===== src/hdl/jsu_pkg.sv =====
// Shared types, codes and a helper function for the JSON string unescaper.
package jsu_pkg;

    // Character and field widths
    localparam int CHAR_WIDTH = 16;
    localparam int OUT_WIDTH  = 16;
    localparam int KIND_WIDTH = 2;
    localparam int PH_WIDTH   = 3;
    localparam int HEX_CNT_W  = 2;
    localparam int ACC_WIDTH  = 12;

    // Parser phases
    localparam logic [PH_WIDTH-1:0] PH_SKIP = 3'd0;
    localparam logic [PH_WIDTH-1:0] PH_STR  = 3'd1;
    localparam logic [PH_WIDTH-1:0] PH_ESC  = 3'd2;
    localparam logic [PH_WIDTH-1:0] PH_HEX  = 3'd3;
    localparam logic [PH_WIDTH-1:0] PH_WAIT = 3'd4;

    // Result kinds
    localparam logic [KIND_WIDTH-1:0] KIND_CHAR = 2'd0;
    localparam logic [KIND_WIDTH-1:0] KIND_DONE = 2'd1;
    localparam logic [KIND_WIDTH-1:0] KIND_ERR  = 2'd2;

    // Character codes
    localparam logic [CHAR_WIDTH-1:0] CH_QUOTE = CHAR_WIDTH'(8'h22);
    localparam logic [CHAR_WIDTH-1:0] CH_BSLASH = CHAR_WIDTH'(8'h5C);
    localparam logic [CHAR_WIDTH-1:0] CH_B     = CHAR_WIDTH'(8'h62);
    localparam logic [CHAR_WIDTH-1:0] CH_F     = CHAR_WIDTH'(8'h66);
    localparam logic [CHAR_WIDTH-1:0] CH_N     = CHAR_WIDTH'(8'h6E);
    localparam logic [CHAR_WIDTH-1:0] CH_R     = CHAR_WIDTH'(8'h72);
    localparam logic [CHAR_WIDTH-1:0] CH_T     = CHAR_WIDTH'(8'h74);
    localparam logic [CHAR_WIDTH-1:0] CH_U     = CHAR_WIDTH'(8'h75);
    localparam logic [CHAR_WIDTH-1:0] CH_TAB   = CHAR_WIDTH'(8'h09);
    localparam logic [CHAR_WIDTH-1:0] CH_CR    = CHAR_WIDTH'(8'h0D);
    localparam logic [CHAR_WIDTH-1:0] CH_SPACE = CHAR_WIDTH'(8'h20);

    // Decoded control characters
    localparam logic [OUT_WIDTH-1:0] DEC_BS = OUT_WIDTH'(8'h08);
    localparam logic [OUT_WIDTH-1:0] DEC_FF = OUT_WIDTH'(8'h0C);
    localparam logic [OUT_WIDTH-1:0] DEC_LF = OUT_WIDTH'(8'h0A);
    localparam logic [OUT_WIDTH-1:0] DEC_CR = OUT_WIDTH'(8'h0D);
    localparam logic [OUT_WIDTH-1:0] DEC_HT = OUT_WIDTH'(8'h09);

    // Parser state carried between characters
    typedef struct packed {
        logic [PH_WIDTH-1:0]  phase;
        logic [HEX_CNT_W-1:0] hex_cnt;
        logic [ACC_WIDTH-1:0] acc;
    } parse_state_t;

    // One result item plus its presence flag
    typedef struct packed {
        logic                  valid;
        logic [OUT_WIDTH-1:0]  out_char;
        logic [KIND_WIDTH-1:0] kind;
        logic                  last;
    } result_t;

    // Hex digit value: bit 4 flags a legal digit, bits 3:0 hold its value
    function automatic logic [4:0] hex_value(input logic [CHAR_WIDTH-1:0] c);
        logic [4:0] r;
        r = 5'd0;
        if (c >= CHAR_WIDTH'(8'h30) && c <= CHAR_WIDTH'(8'h39))
        begin
            r = {1'b1, c[3:0]};
        end
        else if ((c >= CHAR_WIDTH'(8'h61) && c <= CHAR_WIDTH'(8'h66)) ||
                 (c >= CHAR_WIDTH'(8'h41) && c <= CHAR_WIDTH'(8'h46)))
        begin
            r = {1'b1, c[3:0] + 4'd9};
        end
        return r;
    endfunction

endpackage


===== src/hdl/jsu_if.sv =====
// Valid/ready channel interfaces for the input characters and the results.
interface jsu_in_if;
    logic                            valid;
    logic                            ready;
    logic [jsu_pkg::CHAR_WIDTH-1:0]  char_code;
    logic                            end_of_text;

    modport source (output valid, output char_code, output end_of_text, input ready);
    modport sink   (input valid, input char_code, input end_of_text, output ready);
endinterface

interface jsu_out_if;
    logic                            valid;
    logic                            ready;
    logic [jsu_pkg::OUT_WIDTH-1:0]   out_char;
    logic [jsu_pkg::KIND_WIDTH-1:0]  kind;
    logic                            last;

    modport source (output valid, output out_char, output kind, output last, input ready);
    modport sink   (input valid, input out_char, input kind, input last, output ready);
endinterface


===== src/hdl/jsu_decode.sv =====
// Combinational next-state and result decode for one character.
module jsu_decode (
    input  jsu_pkg::parse_state_t              cur,
    input  logic [jsu_pkg::CHAR_WIDTH-1:0]     c,
    input  logic                               end_flag,
    output jsu_pkg::parse_state_t              nxt,
    output jsu_pkg::result_t                   res
);

    logic [4:0] hv;

    assign hv = jsu_pkg::hex_value(c);

    // Walk the phase rules for one character
    always_comb
    begin
        nxt          = cur;
        res.valid    = 1'b0;
        res.out_char = '0;
        res.kind     = jsu_pkg::KIND_CHAR;
        res.last     = 1'b0;

        case (cur.phase)
            jsu_pkg::PH_SKIP:
            begin
                if (end_flag)
                begin
                    nxt       = '{jsu_pkg::PH_SKIP, '0, '0};
                    res.valid = 1'b1;
                    res.kind  = jsu_pkg::KIND_ERR;
                    res.last  = 1'b1;
                end
                else if (c == jsu_pkg::CH_QUOTE)
                begin
                    nxt.phase = jsu_pkg::PH_STR;
                end
                else if (!((c >= jsu_pkg::CH_TAB && c <= jsu_pkg::CH_CR) ||
                           c == jsu_pkg::CH_SPACE))
                begin
                    nxt       = '{jsu_pkg::PH_WAIT, '0, '0};
                    res.valid = 1'b1;
                    res.kind  = jsu_pkg::KIND_ERR;
                    res.last  = 1'b1;
                end
            end
            jsu_pkg::PH_STR:
            begin
                if (c == jsu_pkg::CH_QUOTE)
                begin
                    nxt       = '{(end_flag ? jsu_pkg::PH_SKIP : jsu_pkg::PH_WAIT), '0, '0};
                    res.valid = 1'b1;
                    res.kind  = jsu_pkg::KIND_DONE;
                    res.last  = 1'b1;
                end
                else if (end_flag)
                begin
                    nxt       = '{jsu_pkg::PH_SKIP, '0, '0};
                    res.valid = 1'b1;
                    res.kind  = jsu_pkg::KIND_ERR;
                    res.last  = 1'b1;
                end
                else if (c == jsu_pkg::CH_BSLASH)
                begin
                    nxt.phase = jsu_pkg::PH_ESC;
                end
                else
                begin
                    res.valid    = 1'b1;
                    res.out_char = jsu_pkg::OUT_WIDTH'(c);
                end
            end
            jsu_pkg::PH_ESC:
            begin
                if (end_flag)
                begin
                    nxt       = '{jsu_pkg::PH_SKIP, '0, '0};
                    res.valid = 1'b1;
                    res.kind  = jsu_pkg::KIND_ERR;
                    res.last  = 1'b1;
                end
                else if (c == jsu_pkg::CH_U)
                begin
                    nxt = '{jsu_pkg::PH_HEX, '0, '0};
                end
                else
                begin
                    nxt.phase = jsu_pkg::PH_STR;
                    res.valid = 1'b1;
                    if (c == jsu_pkg::CH_B)
                    begin
                        res.out_char = jsu_pkg::DEC_BS;
                    end
                    else if (c == jsu_pkg::CH_F)
                    begin
                        res.out_char = jsu_pkg::DEC_FF;
                    end
                    else if (c == jsu_pkg::CH_N)
                    begin
                        res.out_char = jsu_pkg::DEC_LF;
                    end
                    else if (c == jsu_pkg::CH_R)
                    begin
                        res.out_char = jsu_pkg::DEC_CR;
                    end
                    else if (c == jsu_pkg::CH_T)
                    begin
                        res.out_char = jsu_pkg::DEC_HT;
                    end
                    else
                    begin
                        res.out_char = jsu_pkg::OUT_WIDTH'(c);
                    end
                end
            end
            jsu_pkg::PH_HEX:
            begin
                if (end_flag)
                begin
                    nxt       = '{jsu_pkg::PH_SKIP, '0, '0};
                    res.valid = 1'b1;
                    res.kind  = jsu_pkg::KIND_ERR;
                    res.last  = 1'b1;
                end
                else if (!hv[4])
                begin
                    nxt       = '{jsu_pkg::PH_WAIT, '0, '0};
                    res.valid = 1'b1;
                    res.kind  = jsu_pkg::KIND_ERR;
                    res.last  = 1'b1;
                end
                else if (cur.hex_cnt != 2'd3)
                begin
                    // Shift in one more digit
                    nxt.acc     = {cur.acc[jsu_pkg::ACC_WIDTH-5:0], hv[3:0]};
                    nxt.hex_cnt = cur.hex_cnt + 2'd1;
                end
                else
                begin
                    nxt          = '{jsu_pkg::PH_STR, '0, '0};
                    res.valid    = 1'b1;
                    res.out_char = {cur.acc, hv[3:0]};
                end
            end
            default:
            begin
                // Waiting for the end of the message; unused codes act the same
                if (end_flag)
                begin
                    nxt = '{jsu_pkg::PH_SKIP, '0, '0};
                end
            end
        endcase
    end

endmodule


===== src/hdl/json_string_unescaper_top.sv =====
// Top level of the JSON string unescaper: input register, decode, result register.
// Takes one wide character per cycle on in_chan and gives at most one result per
// character on out_chan (a decoded character, string done, or error). Throughput is
// one character every cycle with no stall as long as out_chan takes its transfers;
// each character passes through the input register and then the result register.
// The parser state updates once per character, in the same cycle that character
// moves from the input register into the result register. After reset the block
// skips whitespace and waits for an opening quote.
module json_string_unescaper_top (
    input  logic         clk,
    input  logic         rst_n,
    jsu_in_if.sink       in_chan,
    jsu_out_if.source    out_chan
);

    logic                            in_valid_reg;
    logic [jsu_pkg::CHAR_WIDTH-1:0]  in_char_reg;
    logic                            in_end_reg;
    jsu_pkg::parse_state_t           state_reg;
    jsu_pkg::parse_state_t           state_next;
    jsu_pkg::result_t                res_reg;
    jsu_pkg::result_t                res_next;
    logic                            advance;
    logic                            consume;

    // The result register frees up when empty or when its transfer completes
    assign advance       = !res_reg.valid || out_chan.ready;
    assign consume       = in_valid_reg && advance;
    assign in_chan.ready = !in_valid_reg || advance;

    jsu_decode u_decode (
        .cur      (state_reg),
        .c        (in_char_reg),
        .end_flag (in_end_reg),
        .nxt      (state_next),
        .res      (res_next)
    );

    // Hold the accepted character until decode moves it on
    always_ff @(posedge clk or negedge rst_n)
    begin
        if (!rst_n)
        begin
            in_valid_reg <= 1'b0;
        end
        else if (in_chan.ready)
        begin
            in_valid_reg <= in_chan.valid;
        end
    end

    always_ff @(posedge clk)
    begin
        if (in_chan.ready && in_chan.valid)
        begin
            in_char_reg <= in_chan.char_code;
            in_end_reg  <= in_chan.end_of_text;
        end
    end

    // Advance parser state once per consumed character
    always_ff @(posedge clk or negedge rst_n)
    begin
        if (!rst_n)
        begin
            state_reg <= '{jsu_pkg::PH_SKIP, '0, '0};
        end
        else if (consume)
        begin
            state_reg <= state_next;
        end
    end

    // Load the result register; drop the slot when nothing is produced
    always_ff @(posedge clk or negedge rst_n)
    begin
        if (!rst_n)
        begin
            res_reg <= '0;
        end
        else
        begin
            if (advance)
            begin
                res_reg.valid <= in_valid_reg && res_next.valid;
            end
            if (consume && res_next.valid)
            begin
                res_reg.out_char <= res_next.out_char;
                res_reg.kind     <= res_next.kind;
                res_reg.last     <= res_next.last;
            end
        end
    end

    assign out_chan.valid    = res_reg.valid;
    assign out_chan.out_char = res_reg.out_char;
    assign out_chan.kind     = res_reg.kind;
    assign out_chan.last     = res_reg.last;

endmodule

===== src/flat_wrapper.sv =====
// flat-port wrapper written by rule: the top's interface ports become plain ports
module json_string_unescaper_top_flat 
  (clk, rst_n, in_chan_valid, in_chan_char_code, in_chan_end_of_text, in_chan_ready, out_chan_valid, out_chan_out_char, out_chan_kind, out_chan_last, out_chan_ready);
  jsu_in_if in_chan_i ();
  jsu_out_if out_chan_i ();
  input  logic clk;
  input  logic rst_n;
  input wire logic [$bits(in_chan_i.valid)-1:0] in_chan_valid;
  input wire logic [$bits(in_chan_i.char_code)-1:0] in_chan_char_code;
  input wire logic [$bits(in_chan_i.end_of_text)-1:0] in_chan_end_of_text;
  output wire logic [$bits(in_chan_i.ready)-1:0] in_chan_ready;
  output wire logic [$bits(out_chan_i.valid)-1:0] out_chan_valid;
  output wire logic [$bits(out_chan_i.out_char)-1:0] out_chan_out_char;
  output wire logic [$bits(out_chan_i.kind)-1:0] out_chan_kind;
  output wire logic [$bits(out_chan_i.last)-1:0] out_chan_last;
  input wire logic [$bits(out_chan_i.ready)-1:0] out_chan_ready;
  assign in_chan_i.valid = in_chan_valid;
  assign in_chan_i.char_code = in_chan_char_code;
  assign in_chan_i.end_of_text = in_chan_end_of_text;
  assign in_chan_ready = in_chan_i.ready;
  assign out_chan_valid = out_chan_i.valid;
  assign out_chan_out_char = out_chan_i.out_char;
  assign out_chan_kind = out_chan_i.kind;
  assign out_chan_last = out_chan_i.last;
  assign out_chan_i.ready = out_chan_ready;
  json_string_unescaper_top u_core (.clk(clk), .rst_n(rst_n), .in_chan(in_chan_i), .out_chan(out_chan_i));
endmodule

===== config.mk =====
export PLATFORM = sky130hd
export DESIGN_NAME = json_string_unescaper_top_flat
export DESIGN_NICKNAME = d
export VERILOG_FILES = /design/src/hdl/jsu_pkg.sv /design/src/hdl/jsu_if.sv /design/src/hdl/jsu_decode.sv /design/src/hdl/json_string_unescaper_top.sv /design/src/flat_wrapper.sv
export SDC_FILE = /design/constraint.sdc
export NUM_CORES = 1
export LEC_CHECK = 0
export BUFFER_PORTS_ARGS = -buffer_cell sky130_fd_sc_hd__buf_2
export CAP_MARGIN = 20
export CORE_MARGIN = 10
export CORE_UTILIZATION = 55
export DETAILED_ROUTE_END_ITERATION = 8
export GPL_ROUTABILITY_DRIVEN = 0
export GPL_TIMING_DRIVEN = 1
export PLACE_DENSITY = 0.76
export SLEW_MARGIN = 0
export SYNTH_ARGS = -nofsm -noshare
export SYNTH_HDL_FRONTEND = slang
export SYNTH_SLANG_ARGS = --single-unit

===== constraint.sdc =====
create_clock -name clk -period 3.8 [get_ports clk]
set_input_delay 0.57 -clock clk [delete_from_list [all_inputs] [get_ports clk]]
set_output_delay 0.57 -clock clk [all_outputs]
set_load 0.01 [all_outputs]

==> results of run 1 <==
synthesized netlist by cell type, types with 2 or more instances:
master and count:
edfxtp_1 17, o22ai_1 2, a21oi_1 7, o21bai_1 2, buf_6 3, buf_2 8
nand4b_1 2, nor4b_1 4, nor2b_1 7, mux2_4 19, a22o_1 24, or3_1 2
and3_1 3, nand4_1 5, ha_1 6, a21o_1 4, nand2_1 18, nand3_1 11
clkbuf_1 3, o21ai_2 2, nand2b_1 3, dfrtp_1 38, nor3_1 2, o31ai_1 3
o21ai_0 9, xor2_1 3, nor3_2 2, nor2_1 14, a31oi_1 3, inv_1 6
nor4bb_1 2, nand3b_1 2
stage by stage:
stage / setup WS [ns] / util
after global routing: 0.592 / 0.623
after floorplan: 1.35 / -
final: 0.838 / 0.623
after global placement: 0.996 / 0.602
after detailed placement: 0.928 / 0.602
after CTS: 0.886 / 0.623
cell families after synthesis:
family / Yosys count
AO/OA/AOI/OAI: 67
multiplexers: 21
AND/OR/NAND/NOR: 91
XOR/XNOR: 4
buffers and inverters: 22
flip-flops: 55
adder cells (fa/ha/maj): 6
layout make-up:
cell class / instances / area [sq um]
inverter: 6 / 22.5
multi-input combinational: 189 / 1490
tap: 72 / 90.1
sequential: 55 / 1460
timing repair buffer: 44 / 228
clock inverter: 2 / 20.0
clock buffer: 6 / 93.8
fill: 456 / 2070
final timing paths:
kind / slack (ns) / startpoint / depth (start not counted) / to
max reg2reg: 0.84 / u_core.in_char_reg[0]$_DFFE_PP_ / 10 / u_core.out_chan.out_char[8]$_DFFE_PN0P_
min in group clk: 0.42 / in_chan_char_code[5] / 1 / u_core.in_char_reg[5]$_DFFE_PP_
max: 0.84 / u_core.in_char_reg[0]$_DFFE_PP_ / 10 / u_core.out_chan.out_char[8]$_DFFE_PN0P_
min: 0.31 / rst_n / 1 / u_core.out_chan.out_char[12]$_DFFE_PN0P_
min reg2reg: 0.50 / u_core.state_reg[13]$_DFFE_PN0P_ / 2 / u_core.state_reg[13]$_DFFE_PN0P_
max in group asynchronous: 2.96 / rst_n / 1 / u_core.out_chan.last$_DFFE_PN0P_
worst register-to-register path, cell delays in order, from the launching register on:
cell and delay, ns:
edfxtp_1 0.48, inv_1 0.18, ha_1 0.22, nor2b_1 0.41
nand4b_1 0.15, nor2_1 0.21, nor4b_1 0.09, or3_1 0.33
a21oi_2 0.11, buf_4 0.34, mux2_4 0.35
per-layer routing:
metal	track usage	wire length, microns
met5	0	0
met3	0.0404	501
met1	0.221	3170
met2	0.224	2770
met4	0.0549	82
power groups by stage:
stage / sequential [mW] / clock, mW / combinational, mW
4_1_cts: 0.849 / 0.395 / 0.688
5_1_grt: 0.874 / 0.414 / 0.741
3_3_place_gp: 0.855 / 0 / 0.673
3_5_place_dp: 0.861 / 0 / 0.687
6_report: 0.850 / 0.385 / 0.679
2_1_floorplan: 0.837 / 0 / 0.529
==> flow_summary.ini, run 1 <==
[run_status]
status = finished clean

[pwr]
intPower_mw = 1.24
cellLeakagePower_nw = 1.53
sw_frac_of_total = 0.352
p_total_mw = 1.91
p_switching_uw = 674
combPwrFrac = 0.355
seq_power_share = 0.444
irDropWorstVdd_uv = 281
power_density_nw_per_um2 = 562
clock_power_share = 0.201

[critical_path]
critPathKind = reg -> reg
critPathLaunchType = register
cp.buffers_inverters = 2
critical_path.max_stage_delay_ns = 0.48
crit_path_end_kind = register
required_ns = 4.01
cp.arrival_ns = 3.17
worstPathMaxFanout = 20
slowest_stage = edfxtp_1
critPathTopFamily = simple AND/OR/NAND/NOR gates
crit_chain = inv_1 > ha_1 > nor2b_1 > nand4b_1 > nor2_1 > nor4b_1 > or3_1 > a21oi_2 > buf_4 > mux2_4

[timing]
setup_violations = 0
slew_viol_final = 0
fmax_mhz = 338
skew_ns = 0.0163
period_needed_ns = 2.96
rsz0062_at_grt = false
hold_viol = 0
tightestPinTransition_ns = 0.800
fin_crit_sh = 0.780
setup-tns-final_ns = 0
slew_headroom = 0.466
hold_ws_ns = 0.315

[synth]
synth_top_cell_by_area = dfrtp_1
ys_types = 62
yosys_warnings = 0
syn_area_sq_um = 3070
synth_nets = 293
synth-edff-count = 17
netlist.area_leader.share = 0.310
ys_ff_latch = 55
avgSynthCellArea_sq_um = 11.5
async_flop_share = 0.691
ys_seq_area_frac = 0.476
postSynthCellCount = 266
muxShareOfSynthArea = 0.0998
synth_top_family_by_area = simple AND/OR/NAND/NOR gates
synth_adder_area_share = 0.0244
synth_xor_area_frac = 0.0114
synth_ff_type = dfrtp_1
synthSimpleGateAreaFrac = 0.180
synth-compound-area-share = 0.170
ys_top_cells_by_area = dfrtp_1 31%, edfxtp_1 17%, mux2_4 9.3%

[cts]
root_buffer = clkbuf_8
cts_buffers = 5
htree_levels = 2
clk_pin_slew_worst_paths_ns = 0.11
holdBufCountCts = 0
clock_sinks = 55
clock_path_buffers = 2
postCtsSetupBuffers = 0
cts_tree = built
cts_resized = 0
clk_latency_ns = 0.32

[layout]
fin_nets = 328
layout.cells.non_filler = 374
largest_register_ffs = 17
drive_gt1_frac = 0.281
final_common_cell = buf_2
final_area_sq_um = 3410
mostFrequentLayoutCells = 41 x buf_2, 38 x dfrtp_1, 24 x a22o_1, 19 x mux2_4, 18 x nand2_1
n_antenna_cell = 0
syn2layout_area_growth_pct = 10.9

[worst_hold_path]
hold_class = in -> async

[routing]
drt_iter0_markers = 298
wl_per_cell_microns = 17.5
wl_mm = 6.53
via_per_inst = 5.94
dr.pass1.iters = 4
ant_nets = 0
num_vias = 2222
drc = 0

[placed_design]
placed_cells = 366
io_buffers = 41
dpl_cell_area_sq_um = 3290
hpwlAfterDp_mm = 4.89

[die]
die_h_microns = 94.7
die_w_microns = 94.7
start_util = 0.561
ios = 42
rows = 27
dieArea_sq_um = 8970
fp.coreArea_sq_um = 5470

[flow_run]
maxCapViolations = 0

[global_routing]
grt_max_degree = 39
antenna_found_initial = 0
grt_pass1_wl_mm = 11.1
gr-total-overflow = 0
grt_pass1_vias = 2240
grt_use_total = 0.156
Power figures use the tool's default switching activity.
==> inputs of run 2 (changes only) <==
--- a/config.mk
+++ b/config.mk
@@ -5,6 +5,7 @@
 export SDC_FILE = /design/constraint.sdc
 export NUM_CORES = 1
 export LEC_CHECK = 0
+export ABC_AREA = 1
 export BUFFER_PORTS_ARGS = -buffer_cell sky130_fd_sc_hd__buf_2
 export CAP_MARGIN = 20
 export CORE_MARGIN = 10
==> constraint.sdc (replaced) <==
create_clock -name clk -period 2.79 [get_ports clk]
set_input_delay 0.4185 -clock clk [delete_from_list [all_inputs] [get_ports clk]]
set_output_delay 0.4185 -clock clk [all_outputs]
set_load 0.01 [all_outputs]
==> run 2 against run 1 <==
  * Clock-buffer cell count unchanged
  * Register-to-register slack got worse by 0.44 ns
  * Power rose by 0.70%
  * Combinational power shrank 34%
  * Synthesized cell count grew 44%
  * Sequential power up 11%
  * Maximum frequency rose by 24%
  * Via count increased by 17%
  * Global-route usage decreased by 0.36 points
==> flow_summary.ini, run 2 <==
[critical_path]
critPathLaunchType = register
critPathKind = reg -> reg
r2r_setup_slack_ns = 0.40
rr_startpoint = u_core.in_char_reg[1]$_DFFE_PP_
required_ns = 2.99
r2r_cells = 12
cp.arrival_ns = 2.60
worstPathMaxFanout = 16
r2r_end = u_core.state_reg[12]$_DFFE_PN0P_
crit_path_end_kind = register

[die]
dieArea_sq_um = 9160
fp.coreArea_sq_um = 5540
die_w_microns = 95.7
start_util = 0.569
ios = 42
die_h_microns = 95.7
rows = 27

[synth]
yosys_warnings = 0
avgSynthCellArea_sq_um = 8.25
ys_top_cells_by_count = 135 x nand2_1, 38 x dfrtp_1, 38 x nand3_1
postSynthCellCount = 382
ys_seq_area_frac = 0.463
netlist.area_leader.share = 0.302
synth_top_cell_by_area = dfrtp_1
ys_top_cells_by_area = dfrtp_1 30%, edfxtp_1 16%, nand2_1 16%
ys_ff_latch = 55
ys_types = 31
synth_most_common_cell = nand2_1
syn_area_sq_um = 3150
async_flop_share = 0.691
synth_nets = 409
synth-edff-count = 17
synth_ff_type = dfrtp_1

[layout]
n_antenna_cell = 0
final_common_cell = nand2_1
final_area_sq_um = 3480
layout.cells.non_filler = 495
fillCellCount = 505
multi_input_area_sq_um = 1440
syn2layout_area_growth_pct = 10.2
mostFrequentLayoutCells = 135 x nand2_1, 41 x buf_2, 38 x nand3_1, 38 x dfrtp_1, 29 x inv_1
fin_util = 0.627
drive_gt1_frac = 0.213
regArea_sq_um = 1460
fin_nets = 449
largest_register_ffs = 17

[pwr]
power_density_nw_per_um2 = 555
cellLeakagePower_nw = 1.83
irDropWorstVdd_uv = 307

[global_routing]
grt_pass1_vias = 2448
grt_max_degree = 39
grt_pass1_wl_mm = 11.2
gr-total-overflow = 0
grt_use_total = 0.152
antenna_found_initial = 0

[timing]
rsz0062_at_grt = false
setup-tns-final_ns = 0
period_needed_ns = 2.39
setup_violations = 0
skew_ns = 0.00743
slew_viol_final = 0
slew_headroom = 0.451
tightestPinTransition_ns = 0.824
fin_crit_sh = 0.858
fmax_mhz = 418
hold_viol = 0

[run_status]
status = finished clean

[routing]
wl_mm = 6.52
ant_nets = 0
wl_per_cell_microns = 13.2
via_per_inst = 5.24
dr.pass1.iters = 4
num_vias = 2593
drt_iter0_markers = 237
drc = 0

[cts]
cts_tree = built
clk_pin_slew_worst_paths_ns = 0.10
postCtsSetupBuffers = 0
clk_latency_ns = 0.31
cts_resized = 0
htree_levels = 2
clock_sinks = 55
root_buffer = clkbuf_8
holdBufCountCts = 0
clock_path_buffers = 2
cts_buffers = 5

[placed_design]
dpl_cell_area_sq_um = 3360
hpwlAfterDp_mm = 5.09
io_buffers = 41
placed_cells = 487

[flow_run]
maxCapViolations = 0

[worst_hold_path]
hold_class = in -> async
[run 2: cell types whose count changed in the layout (fill, tap and decap cells not counted), moves of 6 or more]
cell     previous run  this run
a22o_1             24        10
nor2b_1             7         0
nand3_2             0        10
mux2_4             19         0
nor2_1             14        27
nand2_1            18       135
o21ai_1             1         7
nand3_1            11        38
nor2_4              0         6
inv_1               6        29
[run 2: where the power goes]
part	internal (mW)	leakage [nW]	total [mW]	switching [mW]
combinational	0.136	1.09	0.451	0.315
sequential	0.897	0.686	0.945	0.0479
clock	0.272	0.0558	0.532	0.260
[run 2: critical path, stage by stage, from the launching register on]
cell      delay [ns]
edfxtp_1        0.48
inv_1           0.17
ha_1            0.25
inv_1           0.08
nand3_1         0.12
nand2_1         0.07
o21ai_1         0.13
nand2_1         0.11
nand2_1         0.10
nand3_1         0.10
nand2_2         0.28
nor2_4          0.12
mux2_2          0.28
[run 2: cell families after synthesis]
kind of cell             count (synthesis)  synth area share
XOR/XNOR                                 3           0.00833
AND/OR/NAND/NOR                        239             0.356
multiplexers                             1           0.00357
adder cells (fa/ha/maj)                  6            0.0238
flip-flops                              55             0.463
AO/OA/AOI/OAI                           30            0.0635
buffers and inverters                   48            0.0809
[run 2: final cells by class]
type | count | share of cell area
Clock inverter | 2 | 0.0112
Timing Repair Buffer | 46 | 0.0698
Sequential cell | 55 | 0.420
Multi-Input combinational cell | 279 | 0.413
Clock buffer | 6 | 0.0209
Tap cell | 72 | 0.0259
Inverter | 35 | 0.0385
[run 2: stage by stage]
stage | hold WS [ns] | setup WS, ns | total power, mW
floorplan | 0.123 | 0.806 | 1.32
global placement | 0.448 | 0.546 | 1.41
detailed placement | 0.453 | 0.429 | 1.42
CTS | 0.226 | 0.407 | 1.95
global route | 0.258 | 0.150 | 2.04
finish | 0.199 | 0.395 | 1.93
[run 2: metal layers]
layer / GRT usage / share of wire / up-vias
li1: - / - / 1316
met4: 0.0577 / 0.020 / 0
met3: 0.0381 / 0.069 / 12
met2: 0.231 / 0.44 / 79
met5: 0 / 0 / -
met1: 0.204 / 0.47 / 1186
[run 2: how the worst max path moves through the flow]
stage / startpoint / to
final: u_core.in_char_reg[1]$_DFFE_PP_ / u_core.state_reg[12]$_DFFE_PN0P_
after CTS: u_core.in_char_reg[1]$_DFFE_PP_ / u_core.state_reg[12]$_DFFE_PN0P_
after global placement: u_core.in_char_reg[1]$_DFFE_PP_ / u_core.state_reg[12]$_DFFE_PN0P_
after detailed placement: u_core.in_char_reg[1]$_DFFE_PP_ / u_core.state_reg[12]$_DFFE_PN0P_
after global routing: u_core.in_char_reg[1]$_DFFE_PP_ / u_core.state_reg[1]$_DFFE_PN0P_
after floorplan: u_core.in_char_reg[1]$_DFFE_PP_ / u_core.state_reg[10]$_DFFE_PN0P_
==> inputs of run 3 (changes only) <==
==> constraint.sdc (replaced) <==
create_clock -name clk -period 2.4 [get_ports clk]
set_input_delay 0.36 -clock clk [delete_from_list [all_inputs] [get_ports clk]]
set_output_delay 0.36 -clock clk [all_outputs]
set_load 0.01 [all_outputs]
==> run 3 against run 2 <==
  * Sequential cell count is the same
  * Sequential power is 15% higher
  * Highest routed layer unchanged
  * Critical path depth rose by 3
  * Clock-buffer cell count decreased by 1
  * Maximum frequency grew 7.5%
  * Core utilization grew 0.95 points
  * Largest cell class unchanged
  * Largest power group unchanged
  * Combinational power increased by 29%
  * Final cell count rose by 1.2%
  * First-iteration DRC count rose by 8.0%
==> flow_summary.ini, run 3 (synthesis results as in run 2) <==
[run_status]
status = finished clean

[pwr]
irDropWorstVdd_uv = 384
power_density_nw_per_um2 = 621
cellLeakagePower_nw = 1.86

[critical_path]
crit_path_end_kind = register
cp.arrival_ns = 2.43
required_ns = 2.60
worstPathMaxFanout = 20
critPathKind = reg -> reg
critPathLaunchType = register
r2r_setup_slack_ns = 0.17

[layout]
fin_util = 0.637
mostFrequentLayoutCells = 134 x nand2_1, 41 x buf_2, 38 x nand3_1, 38 x dfrtp_1, 28 x inv_1
fillCellCount = 486
fin_nets = 455
syn2layout_area_growth_pct = 11.9
largest_register_ffs = 17
multi_input_area_sq_um = 1460
regArea_sq_um = 1460
n_antenna_cell = 0
final_common_cell = nand2_1
drive_gt1_frac = 0.231

[global_routing]
grt_max_degree = 39
use_met1 = 0.199
grt_pass1_vias = 2484
grt.met3_usage = 0.0319
antenna_found_initial = 0
gr-total-overflow = 0
grt_pass1_wl_mm = 11.3
grt-busiest-layer = met2
grt_use_total = 0.151
grtUsageMet2 = 0.240

[timing]
setup-tns-final_ns = 0
fmax_mhz = 449
skew_ns = 0.00993
tightestPinTransition_ns = 0.814
setup_violations = 0
hold_viol = 0
slew_viol_final = 0
fin_crit_sh = 0.929
rsz0062_at_grt = false
period_needed_ns = 2.23
slew_headroom = 0.457
hold_ws_ns = 0.135

[cts]
cts_buffers = 5
holdBufCountCts = 0
htree_levels = 2
clk_latency_ns = 0.31
clock_sinks = 55
clk_pin_slew_worst_paths_ns = 0.10
cts_tree = built
clock_path_buffers = 2
root_buffer = clkbuf_8

[flow_run]
maxCapViolations = 0

[placed_design]
io_buffers = 41
hpwlAfterDp_mm = 5.14

[routing]
drc = 0
wl_per_cell_microns = 13.3
drt_iter0_markers = 256
ant_nets = 0
via_per_inst = 5.34
wl_mm = 6.68
num_vias = 2675
dr.pass1.iters = 4

[die]
ios = 42
dieArea_sq_um = 9160
rows = 27
die_w_microns = 95.7
fp.coreArea_sq_um = 5540
die_h_microns = 95.7
start_util = 0.569

[worst_hold_path]
hold_class = in -> async
[run 3: cell count changes in the layout (fill, tap and decap cells not counted), sizes merged]
cell    before  now
buf         46   51
clkinv       0    2
bufinv       1    0
clkbuf       6    5
nor2        36   37
[run 3: final cells by class]
cell class,instances,area share
clock buffers,5,0.0195
clock inverters,3,0.00638
flip-flops and latches,55,0.414
inverters,35,0.0379
repair buffers,51,0.0840
multi-input cells,280,0.412
well taps,72,0.0255
[run 3: final timing paths]
kind | endpoint | from | cells after the start
min reg2reg | u_core.out_chan.out_char[14]$_DFFE_PN0P_ | u_core.out_chan.out_char[14]$_DFFE_PN0P_ | 2
max | u_core.out_chan.out_char[9]$_DFFE_PN0P_ | u_core.in_char_reg[0]$_DFFE_PP_ | 15
max in group asynchronous | u_core.out_chan.out_char[5]$_DFFE_PN0P_ | rst_n | 1
min | u_core.state_reg[16]$_DFFE_PN0P_ | rst_n | 1
max reg2reg | u_core.out_chan.out_char[9]$_DFFE_PN0P_ | u_core.in_char_reg[0]$_DFFE_PP_ | 15
min in group clk | u_core.in_char_reg[0]$_DFFE_PP_ | in_chan_char_code[0] | 1
[run 3: where the power goes]
group | internal (mW) | switching, mW | total, mW
clock network | 0.210 | 0.306 | 0.515
logic | 0.188 | 0.392 | 0.580
registers | 1.04 | 0.0520 | 1.09
total | 1.44 | 0.749 | 2.19
[run 3: per-layer routing]
metal	share of wire	vias up
met5	0	-
met4	0.020	0
met3	0.072	16
met2	0.45	106
met1	0.45	1216
li1	-	1337
[run 3: what timing repair did]
item | CTS | global route
gates resized for setup | 0 | 5
setup endpoints to repair | 0 | 33
buffers inserted | 0 | 4
[run 3: worst max-delay path, stage by stage (launching register included)]
cell,delay [ns]
edfxtp_1,0.41
buf_4,0.17
ha_1,0.24
nor3_2,0.21
nor2_1,0.10
o21ai_2,0.18
nand2_4,0.11
nand2_1,0.08
nand2_1,0.05
nand2_1,0.05
nand2_1,0.06
nand2_2,0.09
nand2_1,0.10
buf_12,0.17
nand2_1,0.06
nand2_1,0.04
[run 3: metrics by stage]
stage	worst slack, ns	cell area, sq um	std cells	total power [mW]
global placement	0.119	3380	488	1.66
CTS	0.0490	3480	496	2.19
finish	0.172	3530	501	2.19
floorplan	0.416	3150	382	1.54
detailed placement	0.0768	3380	488	1.68
global route	0.00425	3530	501	2.32
